File: config.mk
export PLATFORM = sky130hd
export DESIGN_NAME = sha256_hash_engine_flat
export DESIGN_NICKNAME = d
export VERILOG_FILES = /design/src/rtl/sha256_pkg.sv /design/src/rtl/sha256_if.sv /design/src/rtl/sha256_datapath.sv /design/src/rtl/sha256_control.sv /design/src/rtl/sha256_hash_engine.sv /design/src/flat_wrapper.sv
export SDC_FILE = /design/constraint.sdc
export NUM_CORES = 2
export LEC_CHECK = 0
export CAP_MARGIN = 40
export CORE_UTILIZATION = 58
export DETAILED_ROUTE_END_ITERATION = 8
export DONT_BUFFER_PORTS = 1
export HOLD_SLACK_MARGIN = 0.12
export PLACE_DENSITY = 0.74
export REMOVE_ABC_BUFFERS = 1
export SYNTH_ARGS = -nofsm -noshare
export SYNTH_HDL_FRONTEND = slang
export SYNTH_HIERARCHICAL = 1
export SYNTH_SLANG_ARGS = --single-unit
File: constraint.sdc
create_clock -name clock -period 23.9 [get_ports clock]
set_input_delay 4.78 -clock clock [delete_from_list [all_inputs] [get_ports clock]]
set_output_delay 4.78 -clock clock [all_outputs]
set_load 0.05 [all_outputs]
File: src/rtl/sha256_pkg.sv
// Shared types, constants and functions for the SHA-256 hash engine.
// Depends on nothing; the datapath, controller and top level use it.
package sha256_pkg;

   typedef enum logic [2:0] {
      ST_IDLE,
      ST_PACK,
      ST_PAD,
      ST_LEN,
      ST_INIT,
      ST_ROUND,
      ST_FOLD,
      ST_EMIT
   } state_type;

   // Command from the controller to the datapath.
   typedef struct packed {
      logic       load_word;    // pack the accepted request word
      logic       pad_byte;     // pack the 0x80 byte or a zero
      logic       pad_marker;   // 1: 0x80, 0: zero
      logic       len_word;     // pack one 32-bit half of the bit length
      logic       len_high;     // 1: upper half of the length
      logic       init_vars;    // copy chain value into working variables
      logic       round;        // run one compression round
      logic       fold;         // add working variables into the chain value
      logic       emit_shift;   // rotate chain value toward the output
      logic       reset_msg;    // restore initial hash and clear counters
   } cmd_type;

   // Status from the datapath to the controller.
   typedef struct packed {
      logic       block_full;   // 64 bytes packed
      logic       pad_at_len;   // fill count equals 56
      logic       last_round;   // round 63 is running
   } status_type;

   localparam logic [31:0] IV [8] = '{
      32'h6a09e667, 32'hbb67ae85, 32'h3c6ef372, 32'ha54ff53a,
      32'h510e527f, 32'h9b05688c, 32'h1f83d9ab, 32'h5be0cd19
   };

   localparam logic [31:0] ROUND_K [64] = '{
      32'h428a2f98, 32'h71374491, 32'hb5c0fbcf, 32'he9b5dba5,
      32'h3956c25b, 32'h59f111f1, 32'h923f82a4, 32'hab1c5ed5,
      32'hd807aa98, 32'h12835b01, 32'h243185be, 32'h550c7dc3,
      32'h72be5d74, 32'h80deb1fe, 32'h9bdc06a7, 32'hc19bf174,
      32'he49b69c1, 32'hefbe4786, 32'h0fc19dc6, 32'h240ca1cc,
      32'h2de92c6f, 32'h4a7484aa, 32'h5cb0a9dc, 32'h76f988da,
      32'h983e5152, 32'ha831c66d, 32'hb00327c8, 32'hbf597fc7,
      32'hc6e00bf3, 32'hd5a79147, 32'h06ca6351, 32'h14292967,
      32'h27b70a85, 32'h2e1b2138, 32'h4d2c6dfc, 32'h53380d13,
      32'h650a7354, 32'h766a0abb, 32'h81c2c92e, 32'h92722c85,
      32'ha2bfe8a1, 32'ha81a664b, 32'hc24b8b70, 32'hc76c51a3,
      32'hd192e819, 32'hd6990624, 32'hf40e3585, 32'h106aa070,
      32'h19a4c116, 32'h1e376c08, 32'h2748774c, 32'h34b0bcb5,
      32'h391c0cb3, 32'h4ed8aa4a, 32'h5b9cca4f, 32'h682e6ff3,
      32'h748f82ee, 32'h78a5636f, 32'h84c87814, 32'h8cc70208,
      32'h90befffa, 32'ha4506ceb, 32'hbef9a3f7, 32'hc67178f2
   };

   localparam logic [5:0] LEN_POS = 6'd56;
   localparam logic [7:0] PAD_MARK = 8'h80;

   function automatic logic [31:0] rotr(input logic [31:0] x, input int n);
      rotr = (x >> n) | (x << (32 - n));
   endfunction

endpackage

File: src/rtl/sha256_if.sv
// Valid/ready channel interfaces for the request and response sides.
// Depends on nothing.
interface sha256_req_if;
   logic        valid;
   logic        ready;
   logic [31:0] message_word;
   logic [2:0]  valid_bytes;
   logic        final_word;
   modport source (output valid, message_word, valid_bytes, final_word, input ready);
   modport sink (input valid, message_word, valid_bytes, final_word, output ready);
endinterface

interface sha256_rsp_if;
   logic        valid;
   logic        ready;
   logic [31:0] digest_word;
   logic        digest_last;
   modport source (output valid, digest_word, digest_last, input ready);
   modport sink (input valid, digest_word, digest_last, output ready);
endinterface

File: src/rtl/sha256_datapath.sv
// Datapath: byte packer, rolling schedule, round logic and chain value.
// Depends on sha256_pkg.
module sha256_datapath (
   input  logic                   clock,
   input  logic                   reset,
   input  sha256_pkg::cmd_type    cmd,
   input  logic [31:0]            req_word,
   input  logic [2:0]             req_bytes,
   output sha256_pkg::status_type status,
   output logic [31:0]            digest_head
);

   logic [31:0] w_ff [16];
   logic [31:0] w_in [16];
   logic [31:0] h_ff [8];
   logic [31:0] h_in [8];
   logic [31:0] v_ff [8];
   logic [31:0] v_in [8];
   logic [5:0]  fill_ff, fill_in;
   logic [63:0] bits_ff, bits_in;
   logic [5:0]  rnd_ff, rnd_in;
   logic [31:0] spill_ff, spill_in;

   logic [2:0]  cnt;
   logic [31:0] pack_src;
   logic [2:0]  pack_cnt;
   logic [6:0]  fill_sum;
   logic [31:0] wt, s0, s1, t1, t2;

   always_comb begin
      cnt = (req_bytes > 3'd4) ? 3'd4 : req_bytes;
      pack_src = req_word;
      pack_cnt = 3'd0;
      if (cmd.load_word) begin
         pack_cnt = cnt;
      end else if (cmd.pad_byte) begin
         pack_src = {(cmd.pad_marker ? sha256_pkg::PAD_MARK : 8'h00), 24'h0};
         pack_cnt = 3'd1;
      end else if (cmd.len_word) begin
         pack_src = cmd.len_high ? bits_ff[63:32] : bits_ff[31:0];
         pack_cnt = 3'd4;
      end
      fill_sum = {1'b0, fill_ff} + {4'd0, pack_cnt};
   end

   // Byte packer writes up to four bytes, spanning at most two words.
   always_comb begin
      logic [63:0] pair;
      logic [63:0] mask;
      logic [3:0]  idx0;
      logic [3:0]  idx1;
      logic [31:0] keep0;
      pair = {pack_src, 32'h0} >> {fill_ff[1:0], 3'b000};
      mask = ({32'hffffffff, 32'h0} << {3'd4 - pack_cnt, 3'b000}) >> {fill_ff[1:0], 3'b000};
      idx0 = fill_ff[5:2];
      idx1 = idx0 + 4'd1;
      keep0 = 32'h0;
      spill_in = spill_ff;
      for (int i = 0; i < 16; i++) begin
         w_in[i] = w_ff[i];
      end
      if (pack_cnt != 3'd0) begin
         keep0 = (fill_ff[1:0] == 2'd0) ? 32'h0 : w_ff[idx0];
         w_in[idx0] = (keep0 & ~mask[63:32]) | (pair[63:32] & mask[63:32]);
         if (mask[31:0] != 32'h0) begin
            if (fill_sum[6]) begin
               // Bytes past the end of the block wait until it is compressed.
               spill_in = pair[31:0] & mask[31:0];
            end else begin
               w_in[idx1] = pair[31:0] & mask[31:0];
            end
         end
      end
      s0 = sha256_pkg::rotr(w_ff[1], 7) ^ sha256_pkg::rotr(w_ff[1], 18) ^ (w_ff[1] >> 3);
      s1 = sha256_pkg::rotr(w_ff[14], 17) ^ sha256_pkg::rotr(w_ff[14], 19)
         ^ (w_ff[14] >> 10);
      wt = w_ff[0];
      if (cmd.round) begin
         // The window shifts each round so entry 0 is always the current word.
         for (int i = 0; i < 15; i++) begin
            w_in[i] = w_ff[i + 1];
         end
         w_in[15] = w_ff[0] + s0 + w_ff[9] + s1;
      end
      if (cmd.fold) begin
         // The next block starts with any bytes held over from the last word.
         w_in[0] = spill_ff;
      end
   end

   always_comb begin
      t1 = v_ff[7]
         + (sha256_pkg::rotr(v_ff[4], 6) ^ sha256_pkg::rotr(v_ff[4], 11)
            ^ sha256_pkg::rotr(v_ff[4], 25))
         + ((v_ff[4] & v_ff[5]) ^ (~v_ff[4] & v_ff[6]))
         + sha256_pkg::ROUND_K[rnd_ff] + wt;
      t2 = (sha256_pkg::rotr(v_ff[0], 2) ^ sha256_pkg::rotr(v_ff[0], 13)
            ^ sha256_pkg::rotr(v_ff[0], 22))
         + ((v_ff[0] & v_ff[1]) ^ (v_ff[0] & v_ff[2]) ^ (v_ff[1] & v_ff[2]));
      for (int i = 0; i < 8; i++) begin
         v_in[i] = v_ff[i];
         h_in[i] = h_ff[i];
      end
      rnd_in = rnd_ff;
      if (cmd.init_vars) begin
         for (int i = 0; i < 8; i++) begin
            v_in[i] = h_ff[i];
         end
         rnd_in = 6'd0;
      end else if (cmd.round) begin
         v_in[0] = t1 + t2;
         v_in[1] = v_ff[0];
         v_in[2] = v_ff[1];
         v_in[3] = v_ff[2];
         v_in[4] = v_ff[3] + t1;
         v_in[5] = v_ff[4];
         v_in[6] = v_ff[5];
         v_in[7] = v_ff[6];
         rnd_in = rnd_ff + 6'd1;
      end
      if (cmd.fold) begin
         for (int i = 0; i < 8; i++) begin
            h_in[i] = h_ff[i] + v_ff[i];
         end
      end else if (cmd.emit_shift) begin
         for (int i = 0; i < 7; i++) begin
            h_in[i] = h_ff[i + 1];
         end
         h_in[7] = h_ff[0];
      end else if (cmd.reset_msg) begin
         for (int i = 0; i < 8; i++) begin
            h_in[i] = sha256_pkg::IV[i];
         end
      end
      fill_in = fill_sum[5:0];
      bits_in = bits_ff;
      if (cmd.load_word) begin
         bits_in = bits_ff + {58'd0, cnt, 3'b000};
      end
      if (cmd.reset_msg) begin
         fill_in = 6'd0;
         bits_in = 64'd0;
      end
   end

   always_ff @(posedge clock) begin
      w_ff     <= w_in;
      spill_ff <= spill_in;
      if (reset) begin
         for (int i = 0; i < 8; i++) begin
            h_ff[i] <= sha256_pkg::IV[i];
            v_ff[i] <= 32'h0;
         end
         fill_ff <= 6'd0;
         bits_ff <= 64'd0;
         rnd_ff  <= 6'd0;
      end else begin
         h_ff    <= h_in;
         v_ff    <= v_in;
         fill_ff <= fill_in;
         bits_ff <= bits_in;
         rnd_ff  <= rnd_in;
      end
   end

   assign status.block_full = fill_sum[6];
   assign status.pad_at_len = (fill_ff == sha256_pkg::LEN_POS);
   assign status.last_round = (rnd_ff == 6'd63);
   assign digest_head = h_ff[0];

endmodule

File: src/rtl/sha256_control.sv
// Controller state machine sequencing packing, padding, rounds and output.
// Depends on sha256_pkg.
module sha256_control (
   input  logic                   clock,
   input  logic                   reset,
   input  logic                   req_valid,
   input  logic                   req_final,
   output logic                   req_ready,
   input  logic                   rsp_ready,
   output logic                   rsp_valid,
   output logic                   rsp_last,
   input  sha256_pkg::status_type status,
   output sha256_pkg::cmd_type    cmd
);

   sha256_pkg::state_type state_ff, state_in;
   sha256_pkg::state_type ret_ff, ret_in;
   logic       final_ff, final_in;
   logic       lenhi_ff, lenhi_in;
   logic [2:0] emit_ff, emit_in;

   // Next-state logic. After a compression, ret_ff says where to resume.
   always_comb begin
      state_in = state_ff;
      ret_in   = ret_ff;
      final_in = final_ff;
      lenhi_in = lenhi_ff;
      emit_in  = emit_ff;
      case (state_ff)
         sha256_pkg::ST_IDLE, sha256_pkg::ST_PACK: begin
            if (req_valid) begin
               final_in = req_final;
               lenhi_in = 1'b1;
               if (status.block_full) begin
                  state_in = sha256_pkg::ST_INIT;
                  ret_in = req_final ? sha256_pkg::ST_PAD : sha256_pkg::ST_PACK;
               end else if (req_final) begin
                  state_in = sha256_pkg::ST_PAD;
               end
            end
         end
         sha256_pkg::ST_PAD: begin
            // The marker byte goes first; then zeros until 56 bytes are held.
            if (final_ff) begin
               final_in = 1'b0;
               if (status.block_full) begin
                  state_in = sha256_pkg::ST_INIT;
                  ret_in = sha256_pkg::ST_PAD;
               end
            end else if (status.pad_at_len) begin
               state_in = sha256_pkg::ST_LEN;
            end else if (status.block_full) begin
               state_in = sha256_pkg::ST_INIT;
               ret_in = sha256_pkg::ST_PAD;
            end
         end
         sha256_pkg::ST_LEN: begin
            lenhi_in = 1'b0;
            if (!lenhi_ff) begin
               state_in = sha256_pkg::ST_INIT;
               ret_in = sha256_pkg::ST_EMIT;
            end
         end
         sha256_pkg::ST_INIT: begin
            state_in = sha256_pkg::ST_ROUND;
         end
         sha256_pkg::ST_ROUND: begin
            if (status.last_round) begin
               state_in = sha256_pkg::ST_FOLD;
            end
         end
         sha256_pkg::ST_FOLD: begin
            state_in = ret_ff;
            emit_in = 3'd0;
         end
         sha256_pkg::ST_EMIT: begin
            if (rsp_ready) begin
               emit_in = emit_ff + 3'd1;
               if (emit_ff == 3'd7) begin
                  state_in = sha256_pkg::ST_IDLE;
               end
            end
         end
         default: begin
            state_in = sha256_pkg::ST_IDLE;
         end
      endcase
   end

   // Output logic.
   always_comb begin
      cmd = '0;
      req_ready = 1'b0;
      rsp_valid = 1'b0;
      rsp_last = 1'b0;
      case (state_ff)
         sha256_pkg::ST_IDLE, sha256_pkg::ST_PACK: begin
            req_ready = 1'b1;
            cmd.load_word = req_valid;
         end
         sha256_pkg::ST_PAD: begin
            cmd.pad_byte = final_ff || !status.pad_at_len;
            cmd.pad_marker = final_ff;
         end
         sha256_pkg::ST_LEN: begin
            cmd.len_word = 1'b1;
            cmd.len_high = lenhi_ff;
         end
         sha256_pkg::ST_INIT: begin
            cmd.init_vars = 1'b1;
         end
         sha256_pkg::ST_ROUND: begin
            cmd.round = 1'b1;
         end
         sha256_pkg::ST_FOLD: begin
            cmd.fold = 1'b1;
         end
         sha256_pkg::ST_EMIT: begin
            rsp_valid = 1'b1;
            rsp_last = (emit_ff == 3'd7);
            cmd.emit_shift = rsp_ready && (emit_ff != 3'd7);
            cmd.reset_msg = rsp_ready && (emit_ff == 3'd7);
         end
         default: begin
            cmd = '0;
         end
      endcase
   end

   always_ff @(posedge clock) begin
      if (reset) begin
         state_ff <= sha256_pkg::ST_IDLE;
         ret_ff   <= sha256_pkg::ST_PACK;
         final_ff <= 1'b0;
         lenhi_ff <= 1'b1;
         emit_ff  <= 3'd0;
      end else begin
         state_ff <= state_in;
         ret_ff   <= ret_in;
         final_ff <= final_in;
         lenhi_ff <= lenhi_in;
         emit_ff  <= emit_in;
      end
   end

endmodule

File: src/rtl/sha256_hash_engine.sv
// Top level of the SHA-256 hash engine: controller plus datapath.
// Depends on sha256_pkg, sha256_if, sha256_control and sha256_datapath.
//
// The engine hashes a byte message that arrives as request words of up to four
// big-endian bytes each, the final request marked by final_word (valid_bytes
// may be zero there, which also covers the empty message). A request word is
// packed as it is accepted; a word that runs past the end of a block keeps its
// spare bytes for the next block. Each full 64-byte block then runs the
// compression at one round per cycle through a shifting 16-word schedule
// window (load, 64 rounds, fold); requests are held off during the compression.
// After the final request the controller packs the 0x80 byte and zero fill one
// byte per cycle while no compression runs (up to 64 bytes, until the fill
// reaches 56 bytes), then the 64-bit bit length as two 32-bit halves, upper
// first, runs one or two more compressions and offers the eight digest words,
// H0 first, on the response channel, the eighth with digest_last set. The
// response word comes straight from the chain-value register, so a stalled
// response holds steady. Once the eighth word is taken the engine returns to
// the initial hash values.
module sha256_hash_engine (
   input  logic              clock,
   input  logic              reset,
   sha256_req_if.sink        req,
   sha256_rsp_if.source      rsp
);

   sha256_pkg::cmd_type    cmd;
   sha256_pkg::status_type status;

   sha256_control u_control (
      .clock     (clock),
      .reset     (reset),
      .req_valid (req.valid),
      .req_final (req.final_word),
      .req_ready (req.ready),
      .rsp_ready (rsp.ready),
      .rsp_valid (rsp.valid),
      .rsp_last  (rsp.digest_last),
      .status    (status),
      .cmd       (cmd)
   );

   sha256_datapath u_datapath (
      .clock       (clock),
      .reset       (reset),
      .cmd         (cmd),
      .req_word    (req.message_word),
      .req_bytes   (req.valid_bytes),
      .status      (status),
      .digest_head (rsp.digest_word)
   );

endmodule
File: src/flat_wrapper.sv
// flat-port wrapper written by rule: the top's interface ports become plain ports
module sha256_hash_engine_flat 
  (clock, reset, req_valid, req_message_word, req_valid_bytes, req_final_word, req_ready, rsp_valid, rsp_digest_word, rsp_digest_last, rsp_ready);
  sha256_req_if req_i ();
  sha256_rsp_if rsp_i ();
  input  logic clock;
  input  logic reset;
  input wire logic [$bits(req_i.valid)-1:0] req_valid;
  input wire logic [$bits(req_i.message_word)-1:0] req_message_word;
  input wire logic [$bits(req_i.valid_bytes)-1:0] req_valid_bytes;
  input wire logic [$bits(req_i.final_word)-1:0] req_final_word;
  output wire logic [$bits(req_i.ready)-1:0] req_ready;
  output wire logic [$bits(rsp_i.valid)-1:0] rsp_valid;
  output wire logic [$bits(rsp_i.digest_word)-1:0] rsp_digest_word;
  output wire logic [$bits(rsp_i.digest_last)-1:0] rsp_digest_last;
  input wire logic [$bits(rsp_i.ready)-1:0] rsp_ready;
  assign req_i.valid = req_valid;
  assign req_i.message_word = req_message_word;
  assign req_i.valid_bytes = req_valid_bytes;
  assign req_i.final_word = req_final_word;
  assign req_ready = req_i.ready;
  assign rsp_valid = rsp_i.valid;
  assign rsp_digest_word = rsp_i.digest_word;
  assign rsp_digest_last = rsp_i.digest_last;
  assign rsp_i.ready = rsp_ready;
  sha256_hash_engine u_core (.clock(clock), .reset(reset), .req(req_i), .rsp(rsp_i));
endmodule
After elaboration in Yosys (flattened, before gate mapping)
Memory sizes are Yosys's and may differ from the RTL's.
Index checks and enable logic that the tools add are counted.
{"block": "totals", "regBits": 1143, "out_inout_bits": 35, "romBits": 2048, "n_memories": 1}
{"block": "op_classes", "n_shift": 3, "eq_ne": 19, "reduce_logical": 27, "bitwise": 35, "n_addsub": 24, "n_lt_le_gt_ge": 6, "muxes": 66}
{"name": "(name not given)", "depth": 64, "word_bits": 32, "read_ports": 1, "rd_clocked_by_memory_dff": 0, "write_ports": 0, "line_no": "sha256_datapath.sv:96", "text": "+ sha256_pkg::ROUND_K[rnd_ff] + wt;"}
{"cell": "512-bit two-way mux", "count": 4}
{"cell": "256-bit two-way mux", "count": 5}
{"cell": "512-bit bitwise mux", "count": 2}
{"cell": "32-bit adder", "count": 18}
{"cell": "32-bit two-way mux", "count": 12}
{"cell": "32-bit XOR", "count": 9}
{"cell": "32-bit bitwise AND", "count": 8}
{"cell": "32-bit demux with 4-bit select", "count": 2}
{"cell": "32-bit binary-select mux with 4-bit select", "count": 1}
{"cell": "64-bit by 5-bit >> shifter with 64-bit output", "count": 2}
{"cell": "64-bit by 6-bit adder with 64-bit output", "count": 1}
{"cell": "32-bit inverter", "count": 2}
{"cell": "64-bit by 6-bit << shifter with 64-bit output (first input constant)", "count": 1}
{"cell": "3-bit two-way mux", "count": 21}
{"cell": "10-bit by 32-bit bitwise OR with 32-bit output", "count": 1}
{"cell": "13-bit by 32-bit bitwise OR with 32-bit output", "count": 1}
{"cell": "14-bit by 32-bit bitwise OR with 32-bit output", "count": 1}
{"cell": "15-bit by 32-bit bitwise OR with 32-bit output", "count": 1}
{"cell": "19-bit by 32-bit bitwise OR with 32-bit output", "count": 1}
{"cell": "21-bit by 32-bit bitwise OR with 32-bit output", "count": 1}
{"cell": "25-bit by 32-bit bitwise OR with 32-bit output", "count": 1}
{"cell": "26-bit by 32-bit bitwise OR with 32-bit output", "count": 1}
{"cell": "30-bit by 32-bit bitwise OR with 32-bit output", "count": 1}
{"cell": "32-bit bitwise OR", "count": 1}
{"cell": "other kinds (41)", "count": 82}

Logic depth before layout (Yosys ltp)
{"block": "logic_depth", "word_depth": 19, "mapped_depth": 40}

By module
The synthesis kept the hierarchy.
{"module": "sha256_datapath", "cells_each": 10391, "area_each_um2": 90220.3, "n_inst": 1, "seq_area_each_um2": 27806.7}
{"module": "sha256_control", "cells_each": 90, "area_each_um2": 715.7, "n_inst": 1, "seq_area_each_um2": 220.2}

Worst setup path after synthesis
OpenSTA, ideal clock, no wires.
{"block": "synth_timing", "path_kind": "in2reg", "startpoint": "input req_valid", "endpoint": "register u_core/u_datapath/w_ff[0] (netlist bit) (enable)", "cell_stages": 9, "setup_time_ns": 3.450, "arrival_time_ns": 14.365, "slack_ns": 6.085, "required_time_ns": 20.450, "n_path_buf": 3, "cell_sequence": "and2_1 clkbuf_1 buf_1 clkbuf_1 mux2_2 inv_1 ha_1 ha_1 nand2_1"}
{"block": "synth_between", "elab_chain_len": 4}
{"element": "from (decl)", "line_no": "flat_wrapper.sv:8", "text": "input wire logic [$bits(req_i.valid)-1:0] req_valid;"}
{"element": "1-bit two-way mux", "line_no": "sha256_control.sv:96", "text": "case (state_ff)"}
{"element": "3-bit two-way mux", "line_no": "sha256_datapath.sv:34", "text": "if (cmd.load_word) begin"}
{"element": "3-bit nonzero test", "line_no": "sha256_datapath.sv:62", "text": "if (pack_cnt != 3'd0) begin"}
{"element": "2-bit nonzero test (no source line)"}
{"element": "to (signal assigned)", "line_no": "sha256_datapath.sv:147", "text": "w_ff <= w_in;"}
{"element": "to (decl)", "line_no": "sha256_datapath.sv:13", "text": "logic [31:0] w_ff [16];"}
No other way between the ends.
A chain may end at the register's enable or synchronous reset.

Final worst setup path
{"block": "layout_timing", "startpoint": "register u_core.u_datapath.rnd_ff[0]", "endpoint": "register u_core/u_datapath/v_ff[253] (netlist bit)"}
{"block": "layout_between", "elab_chain_len": 9}
{"element": "from (decl)", "line_no": "sha256_datapath.sv:21", "text": "logic [5:0] rnd_ff, rnd_in;"}
{"element": "from (signal assigned)", "line_no": "sha256_datapath.sv:162", "text": "rnd_ff <= rnd_in;"}
{"element": "6-bit inverter with 7-bit output (implied by the code)", "line_no": "sha256_datapath.sv:96"}
{"element": "memory 64 x 32 bit"}
{"element": "32-bit two-way mux (implied by the code) (2 in series)", "line_no": "sha256_datapath.sv:96"}
{"element": "32-bit adder (2 in series)", "line_no": "sha256_datapath.sv:96"}
{"element": "32-bit adder", "line_no": "sha256_datapath.sv:111", "text": "v_in[0] = t1 + t2;"}
{"element": "256-bit two-way mux", "line_no": "sha256_datapath.sv:110", "text": "end else if (cmd.round) begin"}
{"element": "256-bit two-way mux", "line_no": "sha256_datapath.sv:105", "text": "if (cmd.init_vars) begin"}
{"element": "to (signal assigned)", "line_no": "sha256_datapath.sv:159", "text": "v_ff <= v_in;"}
{"element": "to (decl)", "line_no": "sha256_datapath.sv:17", "text": "logic [31:0] v_ff [8];"}
No other way between the ends. The select of a mux whose other input is x is not followed.

==> results.json <==
{
  "status": "finished, violations left",
  "violations": "DRC",
  "antenna_found_initial": 3,
  "rr_worst_depth": 37,
  "core-area_um2": 155000,
  "final-seq-area_um2": 28000,
  "cp.arrival_ns": 10.37,
  "routed_via_density": 6.93,
  "cts_tree": "built",
  "floorplan.initialDensity_pct": 58.8,
  "cts.htree.levels": 4,
  "max_freq_mhz": 103,
  "drtIter0Drc": 11100,
  "cp_max_fo": 27,
  "final_common_cell": "nor2_1",
  "vias": 84200,
  "drive_above_1_share_pct": 9.61,
  "ys_warn_count": 6,
  "ctsHoldBuffers": 0,
  "maxCapViolations": 0,
  "rr_startpoint": "u_core/u_datapath/rnd_ff[0]$_SDFFE_PP0P_",
  "synth_cell_types": 101,
  "drc": 1,
  "crit_slowest_cell": "ha_1",
  "mostFrequentLayoutCells": "1048 x nor2_1, 876 x nand2_1, 807 x a21oi_1",
  "finalSetupViolCount": 0,
  "crit_path_max_incr_delay_ns": 0.94,
  "grt_pass1_vias": 80500,
  "finalSetupTns_ns": 0,
  "finClkSkew_ns": 0.0290,
  "multi_input_area_um2": 57200,
  "fillerInstances": 13100,
  "synthCells": 10500,
  "drt-total-wl_um": 340000,
  "critPathLaunch": "u_core/u_datapath/rnd_ff[0]$_SDFFE_PP0P_",
  "synth_area_um2": 90900,
  "synth-main-ff-cell": "dfxtp_1",
  "layout.nets": 10600,
  "cts_sinks": 1132,
  "postSynthAreaPerCell_um2": 8.68,
  "ys_ff_latch": 1132,
  "dp_hpwl_um": 235000,
  "crit_end": "u_core/u_datapath/v_ff[253]$_SDFFE_PP0P_",
  "die_w_um": 398,
  "cts_made_buffers": 138,
  "gr-total-overflow": 0,
  "wl_per_cell_um": 28.0,
  "rows": 144,
  "postSynth.asyncResetShare_pct": 0,
  "crit_required_ns": 24.59,
  "place_congestion": 1.03,
  "port_buffers": 0,
  "ios": 75,
  "hold_path_class": "flop to flop",
  "rrSetupSlack_ns": 14.23,
  "area_growth_pct": 6.57,
  "cts_setup_buffers": 0,
  "cts_buffer_depth": 3,
  "cts.repair.resized": 0,
  "cp-start-kind": "flop",
  "rsz0062_at_grt": "no",
  "clk_latency_ns": 0.80,
  "worstMarginPinSlew_ns": 1.42,
  "min_period_over_period_pct": 40.5,
  "antenna_left": 0,
  "fin_crit_ns": 9.67,
  "grt_first_pass_wirelength_um": 503000,
  "clock-root-buffer": "clkbuf_16",
  "grtUsageTotal_pct": 41.9,
  "reg2reg_to": "u_core/u_datapath/v_ff[253]$_SDFFE_PP0P_",
  "die_h_um": 398,
  "maxSlewViolCount": 0,
  "cts.clk_slew.worst_paths_ns": 0.06,
  "first_pass_iters": 9,
  "die_area_um2": 158000,
  "synth_edf_count": 536,
  "cp-end-kind": "flop",
  "final-hold-violation-count": 0,
  "critPathKind": "flop to flop",
  "synth_seq_area_share_pct": 30.8,
  "grt_max_degree": 408,
  "slew_headroom_pct": 5.39
}
## layout make-up
| type | count | share of cell area (%) |
|---|---|---|
| Multi-Input combinational cell | 7856 | 59.1 |
| Sequential cell | 1132 | 28.9 |
| Clock buffer | 198 | 4.15 |
| Tap cell | 2044 | 2.64 |
| Inverter | 627 | 2.44 |
| Timing Repair Buffer | 229 | 2.18 |
| Clock inverter | 51 | 0.594 |
| Antenna cell | 3 | 0.00775 |
## state kept, by name, indices dropped and copies added, names as in the netlist
signal                         count
u_core/u_datapath/w_ff           480
u_core/u_control/emit_ff           3
u_core/u_control/state_ff          3
u_core/u_datapath/rnd_ff           6
u_core/u_datapath/h_ff           224
u_core/u_datapath/wt              32
u_core/u_control/lenhi_ff          1
u_core/u_control/ret_ff            3
u_core/u_datapath/bits_ff         61
u_core/u_datapath/v_ff           256
u_core/u_datapath/digest_head     32
u_core/u_datapath/spill_ff        24
u_core/u_control/final_ff          1
u_core/u_datapath/fill_ff          6
## cells by family after synthesis
| logic type | Yosys count | share of synthesized area, % |
|---|---|---|
| flip-flops | 1132 | 30.8 |
| AND/OR/NAND/NOR | 2609 | 12.4 |
| adder cells (fa/ha/maj) | 605 | 9.94 |
| multiplexers | 806 | 11.5 |
| XOR/XNOR | 590 | 5.68 |
| buffers and inverters | 1493 | 6.48 |
| AO/OA/AOI/OAI | 3246 | 23.1 |
## synth_stat cells (112+ instances only)
cell type / number / area share, %
nand3_1: 112 / 0.62
mux2i_1: 394 / 4.3
clkbuf_1: 602 / 2.5
nor3_1: 118 / 0.65
buf_1: 139 / 0.57
dfxtp_1: 596 / 13
o21ai_0: 634 / 3.5
mux4_2: 166 / 4.1
fa_1: 197 / 4.3
inv_1: 620 / 2.6
mux2_2: 246 / 3.0
a21o_1: 201 / 1.7
ha_1: 405 / 5.6
a211oi_1: 313 / 2.6
a21oi_1: 807 / 4.4
o211ai_1: 403 / 3.3
xnor2_1: 348 / 3.4
edfxtp_1: 536 / 18
xor2_1: 242 / 2.3
o21ai_1: 123 / 0.68
nand2_1: 878 / 3.6
nor2_1: 1061 / 4.4
## how the worst min path moves through the flow
stage | from | endpoint | slack (ns) | cells past startpoint
after floorplan | u_core/u_control/ret_ff[1]$_SDFFE_PP0P_ | u_core/u_control/ret_ff[1]$_SDFFE_PP0P_ | 0.43 | 2
after global placement | u_core/u_control/emit_ff[2]$_SDFFE_PP0P_ | u_core/u_control/emit_ff[2]$_SDFFE_PP0P_ | 0.44 | 2
after detailed placement | u_core/u_control/ret_ff[1]$_SDFFE_PP0P_ | u_core/u_control/ret_ff[1]$_SDFFE_PP0P_ | 0.45 | 2
after CTS | u_core/u_control/ret_ff[1]$_SDFFE_PP0P_ | u_core/u_control/ret_ff[1]$_SDFFE_PP0P_ | 0.46 | 2
after global routing | u_core/u_control/ret_ff[1]$_SDFFE_PP0P_ | u_core/u_control/ret_ff[1]$_SDFFE_PP0P_ | 0.49 | 2
final | u_core/u_control/ret_ff[1]$_SDFFE_PP0P_ | u_core/u_control/ret_ff[1]$_SDFFE_PP0P_ | 0.46 | 2
## through the flow
stage	std cells	worst slack [ns]	cell area (um2)	util, %	hold WS (ns)
after floorplan	9615	-30.29	87400	-	0.426
after global placement	11800	13.62	91500	59.1	0.443
after detailed placement	11900	14.36	92200	59.5	0.452
after CTS	12100	14.53	96700	62.5	0.462
after global routing	12100	13.84	96900	62.6	0.487
final	12100	14.23	96900	62.6	0.463
## critical path: cells and delay by family, from the launching register on
kind / cells / cell delay [ns]
AND/OR/NAND/NOR: 6 / 1.20
AO/OA/AOI/OAI: 16 / 3.49
adder cells (fa/ha/maj): 6 / 2.86
buffers and inverters: 7 / 1.34
flip-flops: 1 / 0.30
XOR/XNOR: 2 / 0.40
## metal layers
| metal | GRT usage, % | part of all wire, % |
|---|---|---|
| met4 | 32.0 | 8.8 |
| met1 | 49.8 | 36 |
| met3 | 9.00 | 10 |
| met5 | 0 | 0.0068 |
| met2 | 66.2 | 45 |
Power is not shown: default switching activity piles up to over one toggle a cycle in this logic, so the estimate is an artifact.
